### src/sv/rdm_pkg.sv
// ----------------------------------------------------------------------------
// rdm_pkg
// Shared widths, constants and types of the radial distortion point/vector map.
// ----------------------------------------------------------------------------
package rdm_pkg;

  localparam int unsigned CoordW    = 24;
  localparam int unsigned AngleW    = 16;
  localparam int unsigned CfgW      = 16;
  localparam int unsigned CfgIdxW   = 3;
  localparam int unsigned SqW       = 48;
  localparam int unsigned SqHalfW   = 24;
  localparam int unsigned ScaleW    = 36;
  localparam int unsigned PipeDepth = 15;

  // 1e-4 scaled by 2^32
  localparam logic [18:0] E4Q32   = 19'd429497;
  localparam logic [30:0] R2Cap   = {31{1'b1}};
  localparam logic [61:0] TermLim = {1'b1, 61'd0};
  localparam logic [50:0] GainOne = 51'd65536;

  typedef logic signed [CoordW-1:0] coord_t;
  typedef logic [CoordW-1:0]        coord_mag_t;

  localparam coord_t CoordMax = {1'b0, {(CoordW-1){1'b1}}};
  localparam coord_t CoordMin = {1'b1, {(CoordW-1){1'b0}}};

  typedef enum logic [CfgIdxW-1:0] {
    RegQuarticGain = 3'd0,
    RegXBias       = 3'd1,
    RegXRoll       = 3'd2,
    RegYBias       = 3'd3,
    RegYPitch      = 3'd4
  } cfg_reg_e;

  localparam logic [CfgW-1:0]        QuarticGainRst = 16'd9830;
  localparam logic signed [CfgW-1:0] XBiasRst       = -16'sd17;
  localparam logic signed [CfgW-1:0] XRollRst       = 16'sd1809;
  localparam logic signed [CfgW-1:0] YBiasRst       = -16'sd395;
  localparam logic signed [CfgW-1:0] YPitchRst      = 16'sd1821;

  typedef struct packed {
    coord_t     xs;
    coord_t     ys;
    coord_t     vx;
    coord_t     vy;
    coord_mag_t ax;
    coord_mag_t ay;
    coord_mag_t avx;
    coord_mag_t avy;
    logic       sat;
  } carry_t;

endpackage

### src/sv/rdm_e4_scale.sv
// ----------------------------------------------------------------------------
// rdm_e4_scale
// Two-stage scaler: magnitude times 1e-4 into Q.16, split 24-bit partial products.
// ----------------------------------------------------------------------------
module rdm_e4_scale (
  input  logic                        clk_i,
  input  logic [rdm_pkg::SqW-1:0]     mag_i,
  output logic [rdm_pkg::ScaleW-1:0]  scaled_o
);
  import rdm_pkg::*;

  logic [42:0]       hi_prod_d, hi_prod_q;
  logic [42:0]       lo_full;
  logic [18:0]       lo_prod_d, lo_prod_q;
  logic [43:0]       sum;
  logic [ScaleW-1:0] scaled_d, scaled_q;

  always_comb begin
    hi_prod_d = 43'(mag_i[SqW-1:SqHalfW]) * 43'(E4Q32);
    lo_full   = 43'(mag_i[SqHalfW-1:0]) * 43'(E4Q32);
    lo_prod_d = lo_full[42:24];
    sum       = 44'(hi_prod_q) + 44'(lo_prod_q);
    scaled_d  = sum[43:8];
  end

  always_ff @(posedge clk_i) begin
    hi_prod_q <= hi_prod_d;
    lo_prod_q <= lo_prod_d;
    scaled_q  <= scaled_d;
  end

  assign scaled_o = scaled_q;

endmodule

### config.mk
export PLATFORM = sky130hd
export DESIGN_NAME = rdm_e4_scale
export DESIGN_NICKNAME = d
export VERILOG_FILES = /design/src/sv/rdm_pkg.sv /design/src/sv/rdm_e4_scale.sv
export SDC_FILE = /design/constraint.sdc
export NUM_CORES = 1
export LEC_CHECK = 0
export ABC_AREA = 1
export BUFFER_PORTS_ARGS = -buffer_cell sky130_fd_sc_hd__buf_4
export CORE_MARGIN = 2
export CORE_UTILIZATION = 34
export DETAILED_ROUTE_END_ITERATION = 6
export GPL_ROUTABILITY_DRIVEN = 0
export PLACE_DENSITY = 0.55
export SETUP_SLACK_MARGIN = 0.5
export SYNTH_ARGS = -nofsm -noshare
export SYNTH_HDL_FRONTEND = slang
export SYNTH_SLANG_ARGS = --single-unit
### constraint.sdc
create_clock -name clk_i -period 5.4 [get_ports clk_i]
set_input_delay 0.27 -clock clk_i [delete_from_list [all_inputs] [get_ports clk_i]]
set_output_delay 0.27 -clock clk_i [all_outputs]
set_load 0.01 [all_outputs]
* After elaboration in Yosys (flattened, before gate mapping)
Cells that the tools add are included.
** Storage, ports and cells
- Bits of input ports :: 49
- Word-level logic and storage cells :: 6
- Memories kept :: 0
- Latch bits :: 0
- Register bits :: 98
- Memory bits (writable) :: 0
- Memory bits (read-only) :: 0
** Cells by class
- $mul :: 2
- Shift operators :: 0
- Reduce and logical (&&, ||, !) cells :: 0
- Multiplexer cells :: 0
- Bitwise operators :: 0
- $add $sub $neg :: 1
- $lt $le $gt $ge :: 0
- Equality and inequality tests :: 0
- Div/mod/pow operators :: 0
** Operators by type and width (count)
- multiplier 24 x 19 -> 43 bit, second input constant :: 2
- adder 43 x 19 -> 44 bit :: 1

* Logic depth before layout (Yosys ltp)
Gate-level depths: netlist of the first run.
- Depth in word-level cells :: 1
- Mapped depth :: 24

* Least setup slack after synthesis of the first run
OpenSTA, ideal clock, no wires.
- Kind :: input port to flip-flop
- Start :: input mag_i[11] in the netlist's numbering
- End :: register lo_prod_q[7]
- Arrival time :: 4514 ps
- Path buffers :: 0
- Setup time :: 122 ps
- Stages :: 17
- Slack :: 764 ps
- Path through :: ha_1 > inv_1 > fa_1 > fa_1 > fa_1 > inv_1 > fa_1 > inv_1 > fa_1 > inv_1 > ha_1 > a21o_1 > a21boi_0 > o21ai_0 > a21oi_1 > nand2_1 > xor2_1
** Between the ends
- Longest elaborated chain between the ends :: 1
** Ends and longest elaborated chain
- start, declared :: line rdm_e4_scale.sv:7 : input logic [rdm_pkg::SqW-1:0] mag_i,
- multiplier 24 x 19 -> 43 bit :: line rdm_e4_scale.sv:20 : lo_full = 43'(mag_i[SqHalfW-1:0]) * 43'(E4Q32);
- named net lo_full[31] :: line rdm_e4_scale.sv:13 : logic [42:0] lo_full;
- end signal, assigned :: line rdm_e4_scale.sv:28 : lo_prod_q <= lo_prod_d;
- end, declared :: line rdm_e4_scale.sv:14 : logic [18:0] lo_prod_d, lo_prod_q;
The timed path passes the listed nets, and every way through them passes these cells.

* Worst setup path in the final report of the first run
- Start :: input mag_i[7] in the netlist's numbering
- End :: register lo_prod_q[18]
Same word-level chain as after synthesis.

==> flow_summary.yaml, run 1 <==
worst_setup_path:
  path_max_fanout: 5
  cp_data_arrival_time_ns: 4.95
  timing.critical_path.to_type: "flop"
  slowest_stage: "fa_1"
  cell_repeated_most_along_the_worst_path: "inv_1"
  cp-start-kind: "input pin"
  timing_worst_setup_path_type: "in2reg"
  cpPeakStageDelay_ns: 0.52
  crit_path_cell_trace: "buf_4 > ha_1 > fa_1 > inv_1 > fa_1 > inv_1 > fa_1 > fa_1 > inv_1 > fa_1 > inv_1 > ha_1 > a21oi_1 > inv_1 > nor2_1 > nand2_1 > inv_1 > nand2_1 > nand2_1 > nand3_1 > nand2_1 > nand2_1"
  worstPathRequired_ns: 5.64
route:
  drt_iter0_drc: 824
  ant_nets: 0
  via_count: 16700
  post_drt_wl_per_cell_um: 15.3
  vias_per_cell: 4.49
  drt_pass1_iterations: 5
  detail_route.wirelength_um: 57200
  drc: 0
clock_tree:
  cts-buffers-inserted: 9
  clock_sinks: 98
  clk_path_buf_depth: 2
  cts_max_level: 3
  post_cts_hold_buffer_count: 0
  cts.root.buffer_cell: "clkbuf_16"
  clk_latency_ns: 0.34
  clkSlewWorstSetupHoldPaths_ns: 0.07
  cts_tree: "done"
floorplan:
  die-width_um: 258
  core_area_mm2: 0.0642
  die_area_mm2: 0.0667
  initial_standard_cell_utilization_of_the_core: 0.342
  die_h_um: 258
  rows: 93
  ios: 85
layout:
  synthToLayoutAreaGrowth_pct: 10.2
  layout-drive-gt1-share: 0.0744
  final_nets: 3642
  antennaDiodeCount: 0
yosys:
  synth_area_leaders: "fa_1, ha_1, inv_1"
  synth.ff_latch_count: 98
  postSynthAreaPerCell_um2: 7.94
  post-synth-top-area-fraction: 0.313
  syn_nets: 3540
  post_synth_most_frequent_cells: "inv_1, nand2_1, ha_1, fa_1, nor2_1"
  ys_async_sr_fraction: 0
  post_synthesis_sequential_area_ratio: 0.0893
  ys.flop_type: "dfxtp_1"
  yosys.cell_count.top_type: "inv_1"
  syn-instance-count: 2769
  yosysWarnings: 0
  yosysUniqueCellTypes: 41
  synth-edff-count: 0
  netlist_area_mm2: 0.0220
  synth.largest_area_cell: "fa_1"
grt:
  via_count_of_the_first_global_routing_pass: 18100
  grt_antenna_before_repair: 1
  grt_use_total: 0.178
  grt_start_max_net_pins: 19
  grt_pass1_wl_um: 94100
  grt_overflow_total: 0
job:
  drv.max_cap_violation_count: 0
status:
  outcome: "finished, final reports clean"
placed_design:
  io_buf_count: 84
  dp_hpwl_um: 52800
sta:
  post-route-period-util: 0.872
  setup-violations-final: 0
  worst_slew_margin_rel: 0.672
  totalNegativeSetupSlack_ns: 0
  finalHoldViolCount: 0
  setup_repair_after_global_routing_missed_its_margin: "yes"
  min_period_ns: 4.71
  timing.final.max_slew_violations: 0
  fmax_mhz: 212
  timing.clock.skew_ns: 0.0116
  worstMarginPinSlew_ns: 0.487
worst_hold_path:
  worst_hold_path_type: "in2reg"
## critical path, delay by kind of cell
family	cells	cell delay [ns]
simple gates	7	0.68
compound gates	1	0.27
fa+ha+maj	7	3.19
buf+inv	7	0.53
## final cells by class
cell class	count	area, um2
flip-flops and latches	98	1960
repair buffers	91	683
well taps	855	1070
clock buffers	10	229
inverters	887	3330
clock inverters	6	61.3
multi-input cells	1784	16900
fillers	6828	40000
## cell usage in the layout, fill, tap and decap left out, drive strengths merged, types with 31 or more instances in the layout
cell type	n
a21oi	127
buf	91
dfxtp	98
fa	344
ha	378
inv	888
nand2	419
nand3	70
nor2	199
nor3	31
o21ai	76
xor2	48
## worst paths after layout
path / startpoint / end / slack, ns / cells after the start
hold reg to reg: hi_prod_q[29] / scaled_o[21] / 0.50 / 2
setup reg to reg: hi_prod_q[3] / scaled_o[18] / 3.31 / 9
hold / removal: mag_i[26] / hi_prod_q[2] / 0.16 / 1
setup / recovery: mag_i[7] / lo_prod_q[18] / 0.69 / 22
## repair_timing
item                                    in CTS  in global routing
setup buffers                                0                  2
resized for setup                            0                 63
endpoints found under the setup margin       0                 37
hold endpoints to repair                     0                  0
## routing by layer
| metal | track usage | share of wire | wire (um) |
|---|---|---|---|
| met3 | 0.0159 | 0.035 | 2020 |
| met4 | 0.0271 | 0.013 | 748 |
| met2 | 0.310 | 0.47 | 26900 |
| met5 | 0 | 0.00014 | 8 |
| met1 | 0.245 | 0.48 | 27600 |
## kinds of logic (layout without fill, tap and decap cells)
logic type               after synthesis  after routing  synth area share
XOR/XNOR                              63             63            0.0251
buffers and inverters                887            994             0.152
adder cells (fa/ha/maj)              722            722             0.529
flip-flops                            98             98            0.0893
AO/OA/AOI/OAI                        232            232            0.0580
AND/OR/NAND/NOR                      767            767             0.148
## metrics by stage
stage | hold slack (ns) | setup slack (ns) | util | area [um2] | cells
5_1_grt | 0.142 | 0.459 | 0.377 | 24200 | 3731
3_3_place_gp | 0.494 | 0.233 | 0.369 | 23700 | 3713
6_report | 0.162 | 0.691 | 0.377 | 24200 | 3731
3_5_place_dp | 0.496 | 0.183 | 0.369 | 23700 | 3713
4_1_cts | 0.140 | 0.540 | 0.374 | 24000 | 3729
2_1_floorplan | 0.298 | 0.764 | - | 22000 | 2769
## state kept, by name, indices dropped and copies added (netlist names)
signal and flops:
hi_prod_q 43, lo_prod_q 19, scaled_o 36
Power of run 1 is left out: the tool's default activity adds up to more than one toggle a clock period on the data nets, which glitch-free logic cannot reach.
==> run 2, diff against run 1 <==
--- a/config.mk
+++ b/config.mk
@@ -12,6 +12,7 @@
 export DETAILED_ROUTE_END_ITERATION = 6
 export GPL_ROUTABILITY_DRIVEN = 0
 export PLACE_DENSITY = 0.55
+export RECOVER_POWER = 25
 export SETUP_SLACK_MARGIN = 0.5
 export SYNTH_ARGS = -nofsm -noshare
 export SYNTH_HDL_FRONTEND = slang
==> run 2 against run 1 <==
Compared with the run above:
- global-route usage unchanged
- register-to-register slack about the same
- die area unchanged
- highest routed layer unchanged
==> flow_summary.yaml, run 2 (synthesis results as in run 1) <==
status:
  outcome: "finished, final reports clean"
sta:
  worst_slew_margin_rel: 0.525
  finalHoldViolCount: 0
  setup-violations-final: 0
  timing.final.max_slew_violations: 0
  post-route-period-util: 0.904
  timing.clock.skew_ns: 0.0121
  min_period_ns: 4.88
  worstMarginPinSlew_ns: 0.713
  totalNegativeSetupSlack_ns: 0
  fmax_mhz: 205
  final_worst_setup_slack_ns: 0.516
  setup_repair_after_global_routing_missed_its_margin: "yes"
worst_setup_path:
  timing_worst_setup_path_type: "in2reg"
  path_max_fanout: 9
  reg2reg_slack_ns: 3.32
  crit_path_cell_trace: "clkbuf_1 > ha_1 > xor2_1 > ha_1 > nor2_1 > fa_1 > inv_1 > fa_1 > fa_1 > inv_1 > fa_1 > inv_1 > ha_2 > nand2_1 > nor2_2 > inv_1 > nor2_2 > and3_1 > nand3_1 > nand4_1 > nand2_1"
  slowest_stage: "fa_1"
  cp_data_arrival_time_ns: 5.13
  critical_path.startpoint: "mag_i[24]"
  timing.critical_path.to_type: "flop"
  worstPathRequired_ns: 5.65
  terminus_of_the_critical_flop_to_flop_path: "scaled_o[18]"
  crit_path_end: "hi_prod_q[41]"
  cpPeakStageDelay_ns: 0.54
  critical_path.reg2reg.startpoint: "hi_prod_q[3]"
  path_depth_of_the_worst_reg2reg_path: 9
  cp-start-kind: "input pin"
grt:
  grt_start_max_net_pins: 19
  via_count_of_the_first_global_routing_pass: 18100
  grt_pass1_wl_um: 94100
  grt_antenna_before_repair: 1
  grt_overflow_total: 0
  grt_use_total: 0.178
clock_tree:
  clock_sinks: 98
  post_cts_hold_buffer_count: 0
  cts.root.buffer_cell: "clkbuf_16"
  cts_max_level: 3
  clk_latency_ns: 0.34
  clk_path_buf_depth: 2
  cts-buffers-inserted: 9
  cts_tree: "done"
  clkSlewWorstSetupHoldPaths_ns: 0.07
floorplan:
  die_h_um: 258
  die-width_um: 258
  die_area_mm2: 0.0667
  initial_standard_cell_utilization_of_the_core: 0.342
  ios: 85
  core_area_mm2: 0.0642
  rows: 93
route:
  ant_nets: 0
  detail_route.wirelength_um: 57300
  vias_per_cell: 4.50
  drt_iter0_drc: 835
  drc: 0
  drt_pass1_iterations: 6
  via_count: 16800
  post_drt_wl_per_cell_um: 15.4
job:
  drv.max_cap_violation_count: 0
placed_design:
  io_buf_count: 84
  post_dp_cell_area_mm2: 0.0237
  preCtsSetupSlack_ns: 0.183
  place.detailed.instances: 3713
  dp_hpwl_um: 52800
layout:
  layoutNonFillerInstCount: 3732
  layout_commonest_cell: "inv_1"
  layout-drive-gt1-share: 0.0643
  largest_register_ffs: 43
  final_nets: 3642
  register_name_with_the_most_flops: "hi_prod_q"
  synthToLayoutAreaGrowth_pct: 9.70
  final_design_instance_area_without_fill_mm2: 0.0241
  most-common-layout-cells: "inv_1, nand2_1, ha_1"
worst_hold_path:
  whs_path_depth: 1
  worst_hold_path_type: "in2reg"
-- run 2: cell count changes in the layout (fill, tap and decap cells not counted) --
cell,previous run,this run
diode_2,0,1
clkbuf_1,1,30
buf_4,91,62
-- run 2: layer usage --
metal	part of all wire	vias up	wire length [um]	global-route usage
met1	0.48	7981	27700	0.245
li1	-	8462	-	-
met3	0.034	45	1970	0.0159
met2	0.47	302	26900	0.310
met4	0.013	2	724	0.0271
met5	0.00014	-	8	0
-- run 2: what timing repair did --
item                                    CTS  global route
resized for setup                         0            63
endpoints found under the setup margin    0            37
buffers inserted                          0             2
-- run 2: worst max-delay path, delay by kind of cell --
family                   cells  cell delay [ns]
buffers and inverters        5             0.73
AND/OR/NAND/NOR              8             1.02
adder cells (fa/ha/maj)      7             2.81
XOR/XNOR                     1             0.29
-- run 2: layout make-up --
| class | count | area, um2 |
|---|---|---|
| Fill cell | 6848 | 40100 |
| Multi-Input combinational cell | 1784 | 16900 |
| Inverter | 887 | 3330 |
| Sequential cell | 98 | 1960 |
| Tap cell | 855 | 1070 |
| Timing Repair Buffer | 91 | 574 |
| Clock buffer | 10 | 229 |
| Clock inverter | 6 | 61.3 |
| Antenna cell | 1 | 2.50 |
-- run 2: worst min path at each step --
stage	startpoint	to	slack, ns
final	mag_i[26]	hi_prod_q[2]	0.16
after floorplan	mag_i[24]	hi_prod_q[0]	0.30
after global routing	mag_i[26]	hi_prod_q[2]	0.14
after global placement	hi_prod_q[29]	scaled_o[21]	0.49
after detailed placement	hi_prod_q[29]	scaled_o[21]	0.50
after CTS	mag_i[26]	hi_prod_q[2]	0.14
-- run 2: through the flow --
step           hold WS [ns]   util
2_1_floorplan         0.298      -
3_3_place_gp          0.494  0.369
3_5_place_dp          0.496  0.369
4_1_cts               0.140  0.374
5_1_grt               0.142  0.375
6_report              0.163  0.375
Power of run 2 is left out for the same reason.
